$ cat src/sv/w3f_pkg.sv
// shared types and constants of the 3x3 window filter
// no dependencies; imported by every module of the block but w3f_ram
package w3f_pkg;

	localparam int PIX_W        = 8;
	localparam int CFG_WIDTH_W  = 11;
	localparam int CFG_HEIGHT_W = 16;
	localparam int GEOM_COL_W   = 12;   // holds width minus one for the largest line length
	localparam int MAX_WIDTH_DEF = 1024;
	localparam int MIN_DIM      = 3;
	localparam int WINDOW_LAG   = 2;    // rows and columns that pass before a full window
	localparam int WIN_TAPS     = 6;    // two held columns of three pixels
	localparam int QUEUE_DEPTH  = 4;
	localparam int SUM_W        = 12;   // nine pixels summed
	localparam int DIFF_W       = 11;   // signed gradient
	localparam int RECIP_W      = 13;
	localparam logic [RECIP_W-1:0] RECIP_9 = 13'd7282;  // ceil(2^16 / 9)
	localparam int RECIP_SHIFT  = 16;

	localparam int APB_ADDR_W = 4;
	localparam int APB_DATA_W = 32;
	localparam logic [APB_ADDR_W-1:0] ADDR_MODE   = 4'h0;
	localparam logic [APB_ADDR_W-1:0] ADDR_WIDTH  = 4'h4;
	localparam logic [APB_ADDR_W-1:0] ADDR_HEIGHT = 4'h8;

	// geometry seen by the front part
	typedef struct packed {
		logic [GEOM_COL_W-1:0]   width_m1;
		logic [CFG_HEIGHT_W-1:0] height_m1;
		logic                    restart;
	} geom_t;

	// one classified pixel, front to back
	typedef struct packed {
		logic [PIX_W-1:0] top;
		logic [PIX_W-1:0] mid;
		logic [PIX_W-1:0] bot;
		logic             produce;
		logic             last;
	} item_t;

endpackage

$ cat src/sv/w3f_queue.sv
// short fifo between the front and back parts
// depends on w3f_pkg
module w3f_queue
	import w3f_pkg::*;
#(
	parameter int DEPTH = QUEUE_DEPTH
) (
	input  logic  clk,
	input  logic  arst_n,
	input  logic  push,
	input  item_t push_item,
	output logic  full,
	input  logic  pop,
	output logic  pop_valid,
	output item_t pop_item
);

	localparam int PTR_W = $clog2(DEPTH);
	localparam int CNT_W = $clog2(DEPTH + 1);

	item_t            entry_q [DEPTH];
	logic [PTR_W-1:0] wr_ptr_q;
	logic [PTR_W-1:0] rd_ptr_q;
	logic [CNT_W-1:0] count_q;

	assign full      = (count_q == CNT_W'(DEPTH));
	assign pop_valid = (count_q != '0);
	assign pop_item  = entry_q[rd_ptr_q];

	always_ff @(posedge clk) begin
		if (push) begin
			entry_q[wr_ptr_q] <= push_item;
		end
	end

	always_ff @(posedge clk or negedge arst_n) begin
		if (!arst_n) begin
			wr_ptr_q <= '0;
			rd_ptr_q <= '0;
			count_q  <= '0;
		end else begin
			if (push) begin
				wr_ptr_q <= (wr_ptr_q == PTR_W'(DEPTH - 1)) ? '0 : wr_ptr_q + 1'b1;
			end
			if (pop) begin
				rd_ptr_q <= (rd_ptr_q == PTR_W'(DEPTH - 1)) ? '0 : rd_ptr_q + 1'b1;
			end
			if (push && !pop) begin
				count_q <= count_q + 1'b1;
			end else if (pop && !push) begin
				count_q <= count_q - 1'b1;
			end
		end
	end

`ifndef SYNTHESIS
	a_count_bound: assert property (@(posedge clk) disable iff (!arst_n)
		count_q <= CNT_W'(DEPTH))
		else $error("queue count overflow");
	a_count_up: assert property (@(posedge clk) disable iff (!arst_n)
		(push && !pop) |=> (count_q == $past(count_q) + 1'b1))
		else $error("queue count lost a push");
`endif

endmodule

$ cat config.mk
export PLATFORM = sky130hd
export DESIGN_NAME = w3f_queue
export DESIGN_NICKNAME = d
export VERILOG_FILES = /design/src/sv/w3f_pkg.sv /design/src/sv/w3f_queue.sv
export SDC_FILE = /design/constraint.sdc
export NUM_CORES = 1
export LEC_CHECK = 0
export ABC_AREA = 1
export BUFFER_PORTS_ARGS = -buffer_cell sky130_fd_sc_hd__buf_2
export CAP_MARGIN = 15
export CORE_UTILIZATION = 41
export CTS_BUF_LIST = sky130_fd_sc_hd__clkbuf_8
export CTS_CLUSTER_SIZE = 24
export DETAILED_ROUTE_END_ITERATION = 12
export GPL_ROUTABILITY_DRIVEN = 0
export HOLD_SLACK_MARGIN = 0.1
export PLACE_DENSITY = 0.7
export SLEW_MARGIN = 20
export SYNTH_ARGS = -nofsm -noshare
export SYNTH_HDL_FRONTEND = slang
export SYNTH_SLANG_ARGS = --single-unit
$ cat constraint.sdc
create_clock -name clk -period 1.61 [get_ports clk]
set_input_delay 0.161 -clock clk [delete_from_list [all_inputs] [get_ports clk]]
set_output_delay 0.161 -clock clk [all_outputs]
set_load 0.1 [all_outputs]
### Yosys cells after proc, flatten, opt, wreduce, memory -nomap -nowiden

Memories as Yosys holds them, arrays and structs flattened.
Cells that the tools add are included.
Widths: inputs -> output; s select.

* equality and inequality tests: 3
* $add $sub $neg: 4
* reduce and logical (&&, ||, !) cells: 6
* mux-type cells: 6

Operator list (number)
* $mux 3: 2
* $add 2x1->2 const B: 2
* $eq 2x2->1 const B: 2
* $mux 2: 2
* $add 3x1->3 const B: 1
* $eq 3x3->1 const B: 1
* $reduce_bool 3->1: 1
* $sub 3x1->3 const B: 1
* $logic_and 1x1->1: 2
* $logic_not 1->1: 2
* $mux 1: 2
* $reduce_bool 2->1: 1

* memories: 1
* output and inout port bits: 28
* flip-flop bits (word level): 7
* word-level logic and storage cells: 23
* bits of input ports: 30
* memory bits (writable): 104

Memory list
* entry_q: depth 4, width 26, read ports 1, clocked after memory_dff 0, wr ports 1, RTL line w3f_queue.sv:21 `item_t entry_q [DEPTH];`

### Longest topological paths before layout

* depth in word-level cells: 4
* gate-level depth with buffers: 9
* gate-level depth less buffers: 9

### Worst setup path before layout

OpenSTA, ideal clock, no wires.

* kind: register -> output
* start: register count_q[0]
* end: output port full
* cell stages (with the launch flop): 2
* data required time: 1.449 ns
* slack: -1.054 ns
* arrival: 2.503 ns
* cells stage by stage: dfrtp_1 nor3_1

* word-level cells in the longest chain between the ends: 1

Ends and longest elaborated chain
* start: declaration: RTL line w3f_queue.sv:24 `logic [CNT_W-1:0] count_q;`
* start signal: assignment: RTL line w3f_queue.sv:49 `count_q <= count_q + 1'b1;`
* start signal: assignment: RTL line w3f_queue.sv:51 `count_q <= count_q - 1'b1;`
* $eq 3x3->1: RTL line w3f_queue.sv:26 `assign full = (count_q == CNT_W'(DEPTH));`
* end: declaration: RTL line w3f_queue.sv:12 `output logic full,`

Every way passes these cells.

==> impl_metrics.toml <==
[outcome]
violations = "negative setup slack"
status = "finished with violations"

[place]
dpl.hpwl_um = 5270
io_buffers = 57
dpl.cell_count = 548

[routing]
drcViolationCount = 0
ant_nets = 0
wl_per_cell_um = 15.6
vias = 2961
wl_um = 9410
post_drt_via_cell_ratio = 4.91
firstDrtPassIters = 4
drtIter0Drc = 88

[critical_path]
worstSetupPathType = "register to output port"
cp.arrival_ns = 1.62
critPathSlowestCell = "dfrtp_2"
path_cells = "inv_6, clkbuf_16, nand2_1, o211ai_1, nand2_2, buf_12"
cp-end-kind = "output port"
cpPeakStageDelay_ns = 0.49
critPathTopFamily = "flip-flops"
cp_max_fo = 16
crit_path_start_kind = "register"
r2r_slack_ns = 0.24
cp.buffers_inverters = 3
cp.required_ns = 1.45

[timing]
setup_violations = 26
fmax_ghz = 0.561
min_period_over_period = 1.11
setup_tns_ns = -3.59
max_slew_margin = 0.801
slew_viol_final = 0
skew_ns = 0.0182
rsz0062_at_grt = "yes"
tightestPinTransition_ns = 0.300
min_period_ns = 1.78
hold_viol = 0
setup_slack_ns = -0.173

[synth]
yosysMostFrequentCell = "edfxtp_1"
synthTopCellsByArea = "edfxtp_1 (67%), nand2_1 (7.5%), o211ai_1 (6.0%), inv_1 (5.1%), o211ai_2 (4.0%)"
netlist_area_um2 = 4640
synth_edf_count = 104
yosysWarnings = 0
avgSynthCellArea_um2 = 13.1
synthesis.instances = 355
ys_top_cells_by_count = "edfxtp_1 (104), nand2_1 (93), inv_1 (63)"
synth_nets = 392
ys_ff_latch = 111
synthFlopType = "edfxtp_1"
yosysTopAreaCellShare = 0.674
seq_area_frac_synth = 0.711
synth_async_sr_flop_share = 0.0631
synth.distinct_cells = 21
yosysTopAreaCell = "edfxtp_1"

[cts]
cts-root-buf = "clkbuf_8"
cts_made_buffers = 9
cts_tree = "done"
clk_latency_ns = 0.38
clockBufferDepth = 2
cts_sinks = 111
clk_pin_slew_ns = 0.10
h-tree-depth = 3

[floorplanning]
rows = 38
initial_core_util = 0.424
die_x_um = 108
dieArea_um2 = 11700
core-area_um2 = 10900
dieHeight_um = 108
io_pins = 58

[flow_run]
maxCapViolCount = 0

[grt]
grt_pass1_wl_um = 14200
grt_pass1_vias = 2932
grt_overflow_total = 0
antenna_found_initial = 0
grt_max_degree = 41
grt_usage = 0.163

[cells_and_area]
final_layout_size_suffix_gt1_frac = 0.320
antenna_cells = 0
area_growth_pct = 36.1
nNetsFinal = 495
nFillCells = 896
final_cell_count_no_fill = 603

[hold_path]
hold_class = "input pin to async pin"
[cell usage in the layout (no fill, tap or decap)]
master           n
nand3_1          1
clkbuf_4         1
o211ai_2        15
dlygate4sd3_1   29
o21ai_1          2
inv_8            2
buf_12          30
nor3_4           1
buf_4            8
o21ai_0          2
xnor2_1          1
a21oi_1          1
buf_2           29
clkinvlp_4       2
nand4_1          1
fa_2             1
clkinv_2         2
dfrtp_1          6
nand2_1         60
buf_16           2
buf_6            2
clkbuf_8         9
nor2_1           2
dfrtp_2          1
nand2_2         33
inv_1           63
o211ai_1        37
ha_1             6
clkbuf_16        6
inv_6            4
edfxtp_1       104
[path summary, 6_finish.rpt]
path                                          from                      end  cells past startpoint
max                        rd_ptr_q[0]$_DFFE_PN0P_             pop_item[10]                      6
min                                         arst_n   count_q[1]$_DFFE_PN0P_                      2
max reg2reg                wr_ptr_q[0]$_DFFE_PN0P_  entry_q[0][5]$_DFFE_PP_                      5
min reg2reg                 count_q[2]$_DFFE_PN0P_   count_q[2]$_DFFE_PN0P_                      2
max in group asynchronous                   arst_n  rd_ptr_q[0]$_DFFE_PN0P_                      2
min in group clk            count_q[2]$_DFFE_PN0P_   count_q[2]$_DFFE_PN0P_                      2
[layout make-up]
class | count | area, um^2 | share of cell area
clock buffers | 9 | 124 | 0.0196
clock inverters | 7 | 53.8 | 0.00852
inverters | 65 | 256 | 0.0406
multi-input cells | 163 | 1060 | 0.168
flip-flops and latches | 111 | 3300 | 0.523
well taps | 140 | 175 | 0.0278
repair buffers | 107 | 1330 | 0.211
repair inverters | 1 | 8.76 | 0.00139
[stage by stage]
step | area (um^2) | utilization | hold slack, ns | setup slack (ns)
floorplan | 4710 | - | -0.135 | 0.0581
global route | 6310 | 0.577 | 0.138 | -0.255
finish | 6310 | 0.577 | 0.141 | -0.173
detailed placement | 5590 | 0.511 | 0.0173 | 0.204
CTS | 6110 | 0.559 | 0.135 | -0.159
global placement | 5590 | 0.511 | 0.00836 | 0.231
[per-layer routing]
layer  wire length, um  GRT usage
met5                 0          0
met4                81     0.0579
met3               331     0.0313
met2              4760      0.276
met1              4240      0.209
[sequential cells by signal, summed over array words and instances (netlist names)]
register  cells
entry_q     104
rd_ptr_q      2
count_q       3
wr_ptr_q      2
[kinds of logic after synthesis]
kind of cell,count (synthesis),synth area share
compound gates,57,0.106
fa+ha+maj,7,0.0205
simple gates,98,0.0804
buf+inv,81,0.0801
xor+xnor,1,0.00189
flops,111,0.711
[timing repair]
action	4_1_cts	5_1_grt
hold buffers	29	0
pin swaps	3	7
resized for setup	6	13
gates cloned	1	8
setup buffers	1	0
endpoints found under the hold margin	114	0
setup endpoints to repair	27	28
[worst register-to-register path: cells and delay by family (launching register included)]
kind | cells | cell delay (ns)
simple gates | 1 | 0.04
flops | 1 | 0.44
buf+inv | 3 | 0.44
fa+ha+maj | 1 | 0.14
Power is not shown: default switching activity piles up to over one toggle a cycle in this logic, so the estimate is an artifact.
