File: config.mk
export PLATFORM = sky130hd
export DESIGN_NAME = w3f_back
export DESIGN_NICKNAME = d
export VERILOG_FILES = /design/src/sv/w3f_pkg.sv /design/src/sv/w3f_back.sv
export SDC_FILE = /design/constraint.sdc
export NUM_CORES = 1
export LEC_CHECK = 0
export ABC_AREA = 1
export BUFFER_PORTS_ARGS = -buffer_cell sky130_fd_sc_hd__buf_2
export CORE_MARGIN = 1
export CORE_UTILIZATION = 30
export CTS_BUF_LIST = sky130_fd_sc_hd__clkbuf_2
export DETAILED_ROUTE_END_ITERATION = 16
export PLACE_DENSITY_LB_ADDON = 0.1
export SLEW_MARGIN = 30
export SYNTH_ARGS = -nofsm -noshare
export SYNTH_HDL_FRONTEND = slang
export SYNTH_SLANG_ARGS = --single-unit
File: constraint.sdc
create_clock -name clk -period 13.6 [get_ports clk]
set_clock_uncertainty 0.15 [all_clocks]
set_input_delay 0.68 -clock clk [delete_from_list [all_inputs] [get_ports clk]]
set_output_delay 0.68 -clock clk [all_outputs]
set_load 0.02 [all_outputs]
File: src/sv/w3f_pkg.sv
// shared types and constants of the 3x3 window filter
// no dependencies; imported by every module of the block but w3f_ram
package w3f_pkg;

	localparam int PIX_W        = 8;
	localparam int CFG_WIDTH_W  = 11;
	localparam int CFG_HEIGHT_W = 16;
	localparam int GEOM_COL_W   = 12;   // holds width minus one for the largest line length
	localparam int MAX_WIDTH_DEF = 1024;
	localparam int MIN_DIM      = 3;
	localparam int WINDOW_LAG   = 2;    // rows and columns that pass before a full window
	localparam int WIN_TAPS     = 6;    // two held columns of three pixels
	localparam int QUEUE_DEPTH  = 4;
	localparam int SUM_W        = 12;   // nine pixels summed
	localparam int DIFF_W       = 11;   // signed gradient
	localparam int RECIP_W      = 13;
	localparam logic [RECIP_W-1:0] RECIP_9 = 13'd7282;  // ceil(2^16 / 9)
	localparam int RECIP_SHIFT  = 16;

	localparam int APB_ADDR_W = 4;
	localparam int APB_DATA_W = 32;
	localparam logic [APB_ADDR_W-1:0] ADDR_MODE   = 4'h0;
	localparam logic [APB_ADDR_W-1:0] ADDR_WIDTH  = 4'h4;
	localparam logic [APB_ADDR_W-1:0] ADDR_HEIGHT = 4'h8;

	// geometry seen by the front part
	typedef struct packed {
		logic [GEOM_COL_W-1:0]   width_m1;
		logic [CFG_HEIGHT_W-1:0] height_m1;
		logic                    restart;
	} geom_t;

	// one classified pixel, front to back
	typedef struct packed {
		logic [PIX_W-1:0] top;
		logic [PIX_W-1:0] mid;
		logic [PIX_W-1:0] bot;
		logic             produce;
		logic             last;
	} item_t;

endpackage

File: src/sv/w3f_back.sv
// back part: 3x3 window columns, mean or vertical gradient, output register
// depends on w3f_pkg
module w3f_back
	import w3f_pkg::*;
(
	input  logic             clk,
	input  logic             arst_n,
	input  logic             mode,
	input  logic             q_valid,
	input  item_t            q_item,
	output logic             pop,
	output logic             out_valid,
	input  logic             out_ready,
	output logic [PIX_W-1:0] out_value,
	output logic             out_last
);

	logic [PIX_W-1:0]         win_q [WIN_TAPS];
	logic                     valid_s1;
	logic [SUM_W-1:0]         sum_s1;
	logic signed [DIFF_W-1:0] diff_s1;
	logic                     mode_s1;
	logic                     last_s1;
	logic                     out_valid_q;
	logic [PIX_W-1:0]         out_value_q;
	logic                     out_last_q;
	logic                     out_free;
	logic                     s1_free;
	logic [SUM_W-1:0]         sum;
	logic [DIFF_W-1:0]        up_row;
	logic [DIFF_W-1:0]        dn_row;
	logic [SUM_W+RECIP_W-1:0] mean_prod;
	logic [PIX_W-1:0]         result;

	assign out_free = !out_valid_q || out_ready;
	assign s1_free  = !valid_s1 || out_free;
	assign pop      = q_valid && s1_free;

	// columns c-2 in taps 0..2, c-1 in taps 3..5, top/mid/bottom
	always_ff @(posedge clk or negedge arst_n) begin
		if (!arst_n) begin
			for (int i = 0; i < WIN_TAPS; i++) begin
				win_q[i] <= '0;
			end
		end else if (pop) begin
			win_q[0] <= win_q[3];
			win_q[1] <= win_q[4];
			win_q[2] <= win_q[5];
			win_q[3] <= q_item.top;
			win_q[4] <= q_item.mid;
			win_q[5] <= q_item.bot;
		end
	end

	always_comb begin
		sum = SUM_W'(win_q[0]) + SUM_W'(win_q[1]) + SUM_W'(win_q[2])
			+ SUM_W'(win_q[3]) + SUM_W'(win_q[4]) + SUM_W'(win_q[5])
			+ SUM_W'(q_item.top) + SUM_W'(q_item.mid) + SUM_W'(q_item.bot);
		up_row = DIFF_W'(win_q[0]) + DIFF_W'({win_q[3], 1'b0}) + DIFF_W'(q_item.top);
		dn_row = DIFF_W'(win_q[2]) + DIFF_W'({win_q[5], 1'b0}) + DIFF_W'(q_item.bot);
	end

	always_ff @(posedge clk or negedge arst_n) begin
		if (!arst_n) begin
			valid_s1 <= 1'b0;
		end else if (s1_free) begin
			valid_s1 <= pop && q_item.produce;
		end
	end

	always_ff @(posedge clk) begin
		if (pop) begin
			sum_s1  <= sum;
			diff_s1 <= $signed(up_row - dn_row);
			mode_s1 <= mode;
			last_s1 <= q_item.last;
		end
	end

	// divide by nine through the reciprocal, clamp the gradient
	always_comb begin
		mean_prod = (SUM_W + RECIP_W)'(sum_s1) * (SUM_W + RECIP_W)'(RECIP_9);
		if (!mode_s1) begin
			result = mean_prod[RECIP_SHIFT +: PIX_W];
		end else if (diff_s1 < 0) begin
			result = '0;
		end else if (diff_s1 > $signed(DIFF_W'(255))) begin
			result = '1;
		end else begin
			result = diff_s1[PIX_W-1:0];
		end
	end

	always_ff @(posedge clk or negedge arst_n) begin
		if (!arst_n) begin
			out_valid_q <= 1'b0;
		end else if (out_free) begin
			out_valid_q <= valid_s1;
		end
	end

	always_ff @(posedge clk) begin
		if (out_free && valid_s1) begin
			out_value_q <= result;
			out_last_q  <= last_s1;
		end
	end

	assign out_valid = out_valid_q;
	assign out_value = out_value_q;
	assign out_last  = out_last_q;

endmodule

# Word-level counts from Yosys, hierarchy flattened
# Cells that the tools add are included.
# W data, S select, Z words.
[word_totals]
in_bits = 31
ramBits = 0
out_inout_bits = 11
wordCells = 40
romBits = 0
regBits = 84
memories = 0
latchBits = 0
[classes]
reduce_logical = 7
bitwise_logic = 0
eq_ne = 0
div_mod_pow = 0
n_lt_le_gt_ge = 2
add_sub_neg = 13
muxes = 3
shift = 0
multipliers = 1
[op_table]
columns = ["operator", "count"]
rows = [
  ["$add A12 B8 Y12", 4],
  ["$add A10 B8 Y11", 3],
  ["$mux W8", 3],
  ["$mul A12 B12 Y23 const B", 1],
  ["$add A8 B9 Y10", 2],
  ["$add A11 B8 Y12", 1],
  ["$gt A11 B9 Y1 const B", 1],
  ["$lt A11 B1 Y1 const B", 1],
  ["$sub A11 B11 Y11", 1],
  ["$add A9 B8 Y10", 1],
  ["$add A8 B8 Y9", 1],
  ["$logic_and A1 B1 Y1", 3],
  ["$logic_not A1 Y1", 2],
  ["$logic_or A1 B1 Y1", 2],
]

# Longest topological paths before layout
# Gate-level depths: netlist of run 1.
[depth]
depth_word = 8
depth_mapped = 22
depth_no_buf = 22

# Least setup slack after synthesis of run 1
# No wires, ideal clock.
[synth_path]
path_kind = "input port to flip-flop"
from = "in q_item[4] in the netlist's numbering"
to = "reg sum_s1[8], data pin"
arrival_ns = 4.107
cell_stages = 15
required_time_ns = 13.185
setup_ns = 0.265
n_path_buf = 0
slack_ns = 9.078
cell_sequence = "inv_1 fa_1 fa_1 inv_1 fa_1 inv_1 fa_1 inv_1 ha_1 fa_1 nand3_1 nand2_1 a21oi_1 o21ai_0 xor2_1"
[synth_via]
elab_chain_len = 1
[synth_lines]
columns = ["item", "line", "source"]
rows = [
  ["start: declaration", "w3f_back.sv:10", "input item_t q_item,"],
  ["$add A12 B8 Y12", "w3f_back.sv:58", "+ SUM_W'(q_item.top) + SUM_W'(q_item.mid) + SUM_W'(q_item.bot);"],
  ["net sum[8]", "w3f_back.sv:29", "logic [SUM_W-1:0] sum;"],
  ["end signal: assignment", "w3f_back.sv:73", "sum_s1 <= sum;"],
  ["end: declaration", "w3f_back.sv:20", "logic [SUM_W-1:0] sum_s1;"],
]
# The timed path passes the listed nets, and every way through them passes these cells.
# A chain may end at the register's enable or synchronous reset.

# Worst setup path in the final report of run 1
[layout_path]
from = "reg sum_s1[9]"
to = "reg out_value_q[3] (netlist: out_value[3]), data pin"
[layout_via]
elab_chain_len = 2
[layout_lines]
columns = ["item", "line", "source"]
rows = [
  ["$mul A12 B12 Y23", "w3f_back.sv:82", "mean_prod = (SUM_W + RECIP_W)'(sum_s1) * (SUM_W + RECIP_W)'(RECIP_9);"],
  ["$mux W8", "w3f_back.sv:83", "if (!mode_s1) begin"],
  ["net result[3]", "w3f_back.sv:33", "logic [PIX_W-1:0] result;"],
  ["end signal: assignment", "w3f_back.sv:104", "out_value_q <= result;"],
  ["end: declaration", "w3f_back.sv:25", "logic [PIX_W-1:0] out_value_q;"],
]
# The timed path passes the listed nets, and every way through them passes these cells.

==> results of run 1 <==
## layer usage
layer	wire length (um)	up-vias	share of wire, %	track usage (%)
li1	-	2702	-	-
met1	8450	2619	46	18.20
met2	9281	62	51	26.00
met3	427	7	2.3	2.471
met4	126	0	0.69	2.415
met5	0	-	0	0
## flip-flops by register name, summed over array words and instances (netlist names)
| register | flops |
|---|---|
| out_value | 8 |
| out_valid | 1 |
| diff_s1 | 11 |
| mode_s1 | 1 |
| last_s1 | 1 |
| out_last | 1 |
| sum_s1 | 12 |
| valid_s1 | 1 |
| win_q | 48 |
## critical path: cells and delay by family, from the launching register on
kind / cells / cell delay [ps]
buffers and inverters: 5 / 270
adders and majority gates: 6 / 2690
AOI/OAI and AO/OA: 1 / 190
DFF: 1 / 590
and+or+nand+nor: 6 / 650
## cells by family after synthesis
logic type,count (synthesis)
AND/OR/NAND/NOR,242
adder cells (fa/ha/maj),206
buffers and inverters,190
AO/OA/AOI/OAI,97
flip-flops,84
XOR/XNOR,16
## metrics by stage
stage	area, sq um	setup slack (ps)	util [%]	std cells	hold WS (ps)
after floorplan	8127	9078	-	835	234.4
after global placement	8725	8779	33.20	1203	253.1
after detailed placement	8725	8761	33.20	1203	263.2
after CTS	8850	8881	33.67	1222	53.61
after global routing	8853	8627	33.69	1222	24.83
final	8853	8914	33.69	1222	106.3
## cells in the mapped netlist, types with 6 or more instances
cell type,n
inv_1,174
nand2_1,169
fa_1,114
ha_1,92
dfrtp_1,50
o21ai_0,46
edfxtp_1,34
a21oi_1,31
nand3_1,29
nor2_1,19
xor2_1,10
buf_2,8
xnor2_1,6
## path summary, 6_finish.rpt
| kind | cells after the start | endpoint | start | slack (ps) |
|---|---|---|---|---|
| min in group asynchronous | 3 | win_q[29]$_DFFE_PN0P_ | arst_n | 530 |
| worst max register to register | 18 | out_value[3]$_DFFE_PP_ | sum_s1[9]$_DFFE_PP_ | 8910 |
| worst max-delay path | 18 | out_value[3]$_DFFE_PP_ | sum_s1[9]$_DFFE_PP_ | 8910 |
| worst min-delay path | 3 | valid_s1$_DFFE_PN0N_ | q_item[1] | 110 |
| max in group asynchronous | 3 | win_q[9]$_DFFE_PN0P_ | arst_n | 12300 |
| worst min register to register | 0 | out_last$_DFFE_PP_ | last_s1$_DFFE_PP_ | 320 |
## area by class of cell
cell class	instances	share of cell area [%]
inverters	179	7.589
clock inverters	7	0.5653
repair buffers	47	2.911
clock buffers	9	0.5088
multi-input cells	561	58.03
well taps	335	4.734
flip-flops and latches	84	25.66
## what timing repair did
item / CTS / global route
hold endpoints to repair: 35 / 0
hold buffers: 3 / 0
buffers inserted: 0 / 0
==> results.toml, run 1 <==
[run_status]
outcome = "finished with violations"
violations = "DRC"

[sta]
fin_crit_sh_pct = 34.46
fin_tns_setup_ps = 0
final-hold-violation-count = 0
fmax_mhz = 213.4
final-max-slew-violation-count = 0
min_period_ps = 4686
max_slew.worst_pin.slew_ps = 710.8
rsz0062_at_grt = "no"
maxSlewHeadroom_pct = 52.61
setup-violations-final = 0

[finish]
nFillCells = 2754
final_common_cell = "inv_1"
nets = 1119
area_growth_pct = 8.945
multiInputGateArea_sq_mm = 0.005137
antennaDiodeCount = 0
final_cell_mix = "173 x inv_1, 168 x nand2_1, 114 x fa_1, 92 x ha_1, 50 x dfrtp_1"
drive_gt1_share_pct = 8.794
regArea_sq_mm = 0.002272

[synth]
syn_area_sq_mm = 0.008127
synthMuxAreaShare_pct = 0
synth_compound_area_share_pct = 6.482
synthXorXnorAreaFrac_pct = 1.724
netlist_instances = 835
yosys.area.top_type = "fa_1"
ys_ff_latch = 84
synth_fa_ha_area_share_pct = 42.25
synth_nets = 1072
ys_seq_area_share_pct = 27.96
synthSimpleGateAreaFrac_pct = 12.69
synth_top_family_by_area = "adder cells"
syn_avg_cell_area_sq_um = 9.732
synth_top_area_share_pct = 28.08
synth_cell_types = 38
synth_top_cells_by_area = "fa_1 28%, dfrtp_1 15%, ha_1 14%, edfxtp_1 13%, inv_1 8.0%"
synth_top_flop_cell = "dfrtp_1"
async_flop_share_pct = 59.52
ys_warn_count = 0
synth_edf_count = 34

[critical_path]
cp_slowest_cell = "edfxtp_1"
endpoint_kind = "flip-flop"
path_max_fanout = 5
cp_data_arrival_time_ps = 4970
slowest_delay_ps = 590
worstPathCellList = "fa_1 > ha_1 > inv_1 > fa_1 > inv_1 > fa_1 > inv_1 > fa_1 > inv_1 > ha_1 > nand2_1 > inv_1 > a21oi_1 > nor2_1 > nor2_1 > nand3b_1 > nand3_1 > nand2_1"
startpoint_type = "flip-flop"
critPathMostFrequentCell = "inv_1"
critPathRequiredTime_ps = 13880
path_class = "reg -> reg"

[floorplan]
die_h_um = 166.6
placementRows = 59
die_area_sq_mm = 0.02775
top_level_ports = 42
core_area_sq_mm = 0.02628
die_w_um = 166.6
initial_core_util_pct = 30.92

[cts]
numCtsBuffers = 9
worstSkewPairLatency_ps = 620
htreeDepth = 3
clock-root-buffer = "clkbuf_2"
cts_tree = "done"
cts_sinks = 84
cts_buffer_depth = 2
cts.repair.resized = 0
clkSlewWorstSetupHoldPaths_ps = 280

[job]
maxCapViolations = 0

[placed_design]
io_buffers = 41
dp_hpwl_mm = 15.29
place.gp.congestion = 0.7867

[routing]
drt_pass1_iterations = 10
drc = 1
ant_nets = 0
drt_iter0_markers = 274
vias_per_cell = 4.411
vias = 5390
totalWireLength_mm = 18.29
avgRoutedWirePerCell_um = 14.96

[hold_path]
hp-class = "in -> reg"

[global_route]
antenna_found_initial = 0
grt_pass1_wl_mm = 30.91
grt_usage_pct = 14.41
grt_pass1_vias = 5955
grt_start_max_net_pins = 76
grt.overflow.total = 0
Power of run 1 is left out: the tool's default activity adds up to more than one toggle a clock period on the data nets, which glitch-free logic cannot reach.
==> run 2, diff against run 1 <==
Clock period 13.6 ns to 4.5 ns, I/O delays scaled along.
==> results.toml, run 2 (synthesis gave the netlist of run 1 again) <==
[critical_path]
crit_start = "sum_s1[3]$_DFFE_PP_"
path_class = "reg -> reg"
endpoint_kind = "flip-flop"
cp_data_arrival_time_ps = 4600
r2r_start = "sum_s1[3]$_DFFE_PP_"
critPathRequiredTime_ps = 4710
startpoint_type = "flip-flop"
path_max_fanout = 4

[sta]
fin_ws_ps = 106.1
setup-violations-final = 0
fmax_mhz = 227.6
fin_crit_sh_pct = 97.64
rsz0062_at_grt = "yes"
final-max-slew-violation-count = 0
min_period_ps = 4394
max_slew.worst_pin.slew_ps = 718.4
maxSlewHeadroom_pct = 52.10
final-hold-violation-count = 0

[placed_design]
place.gp.congestion = 0.8325
dp_hpwl_mm = 15.75
io_buffers = 41
detailedPlace.worstSlack_ps = -101.3

[global_route]
grt_pass1_vias = 6201
grt_start_max_net_pins = 75
grt_usage_pct = 14.81
antenna_found_initial = 0
grt.overflow.total = 0
grt_pass1_wl_mm = 31.82

[floorplan]
placementRows = 59
top_level_ports = 42
die_area_sq_mm = 0.02775
die_h_um = 166.6
core_area_sq_mm = 0.02628
die_w_um = 166.6
initial_core_util_pct = 30.92

[cts]
htreeDepth = 3
clkSlewWorstSetupHoldPaths_ps = 290
cts_sinks = 84
cts_buffer_depth = 2
numCtsBuffers = 9
clock-root-buffer = "clkbuf_2"
worstSkewPairLatency_ps = 580
cts_tree = "done"

[finish]
nFillCells = 2719
largest_reg_flops = 48
regMostFlops = "win_q"
nets = 1176
final_common_cell = "inv_1"
finish.utilization_pct = 36.42
drive_gt1_share_pct = 14.83
antennaDiodeCount = 0
area_growth_pct = 17.77
reg_top3 = "win_q x48, sum_s1 x12, diff_s1 x11"
final_cell_mix = "168 x inv_1, 166 x nand2_1, 112 x fa_1, 82 x ha_1, 49 x dfrtp_1"

[routing]
vias_per_cell = 4.385
ant_nets = 0
drt_pass1_iterations = 10
drc = 1
totalWireLength_mm = 19.08
avgRoutedWirePerCell_um = 14.92
vias = 5608
drt_iter0_markers = 191

[run_status]
violations = "DRC"
outcome = "finished with violations"

[hold_path]
hp-class = "in -> async"

[job]
maxCapViolations = 0
-- run 2: cell count changes in the layout (fill, tap and decap cells not counted), moves of 8 or more --
cell / delta
ha_4: +9
ha_1: -10
a21oi_2: +8
buf_4: +28
a21oi_1: -8
dlygate4sd3_1: +29
-- run 2: path summary, 6_finish.rpt --
kind                                     endpoint  slack, ps  depth (start not counted)
hold reg to reg                out_last$_DFFE_PP_        310                          0
hold / removal              win_q[21]$_DFFE_PN0P_        120                          3
min in group clk                last_s1$_DFFE_PP_        200                          2
setup / recovery           out_value[6]$_DFFE_PP_        110                         20
setup reg to reg           out_value[6]$_DFFE_PP_        110                         20
max in group asynchronous   win_q[32]$_DFFE_PN0P_       3560                          3
-- run 2: worst max-delay path: stages (launching register included) --
cell and delay (ps):
edfxtp_1 470, fa_1 570, ha_4 300, inv_2 30
fa_1 510, inv_2 40, fa_1 530, inv_2 40
fa_1 480, inv_2 50, ha_4 290, nand2_4 60
or2_1 240, nand2_2 80, inv_2 30, nand2_1 50
nand2_1 60, nand2_1 60, nand2_1 50, nand3_1 70
nand2_1 60
-- run 2: cell type report --
cell class	count	area (sq um)	area share (%)
clock buffers	10	50.05	0.5229
clock inverters	6	62.56	0.6537
inverters	179	674.4	7.047
multi-input cells	561	5333	55.72
flip-flops and latches	84	2273	23.75
well taps	335	419.2	4.380
repair buffers	104	758.2	7.923
-- run 2: what timing repair did --
action	CTS	global route
setup endpoints to repair	7	10
hold buffers	32	0
hold endpoints to repair	80	0
pin swaps	6	19
gates resized for setup	1	42
setup buffers	1	4
-- run 2: per-stage QoR --
step,TNS (ps),hold slack [ps],instances,area (sq um)
4_1_cts,0,49.95,1275,9353
5_1_grt,-186.5,55.71,1279,9570
6_report,0,116.1,1279,9570
2_1_floorplan,0,-220.6,835,8127
3_3_place_gp,-324.1,252.5,1226,8897
3_5_place_dp,-424.5,255.2,1226,8900
-- run 2: layer usage --
metal	part of all wire [%]	vias to the layer above	track usage, %
met2	51	71	27.06
met5	0	-	0
met4	0.78	0	2.214
li1	-	2820	-
met3	2.5	11	2.353
met1	46	2706	18.63
Power of run 2 is left out for the same reason.
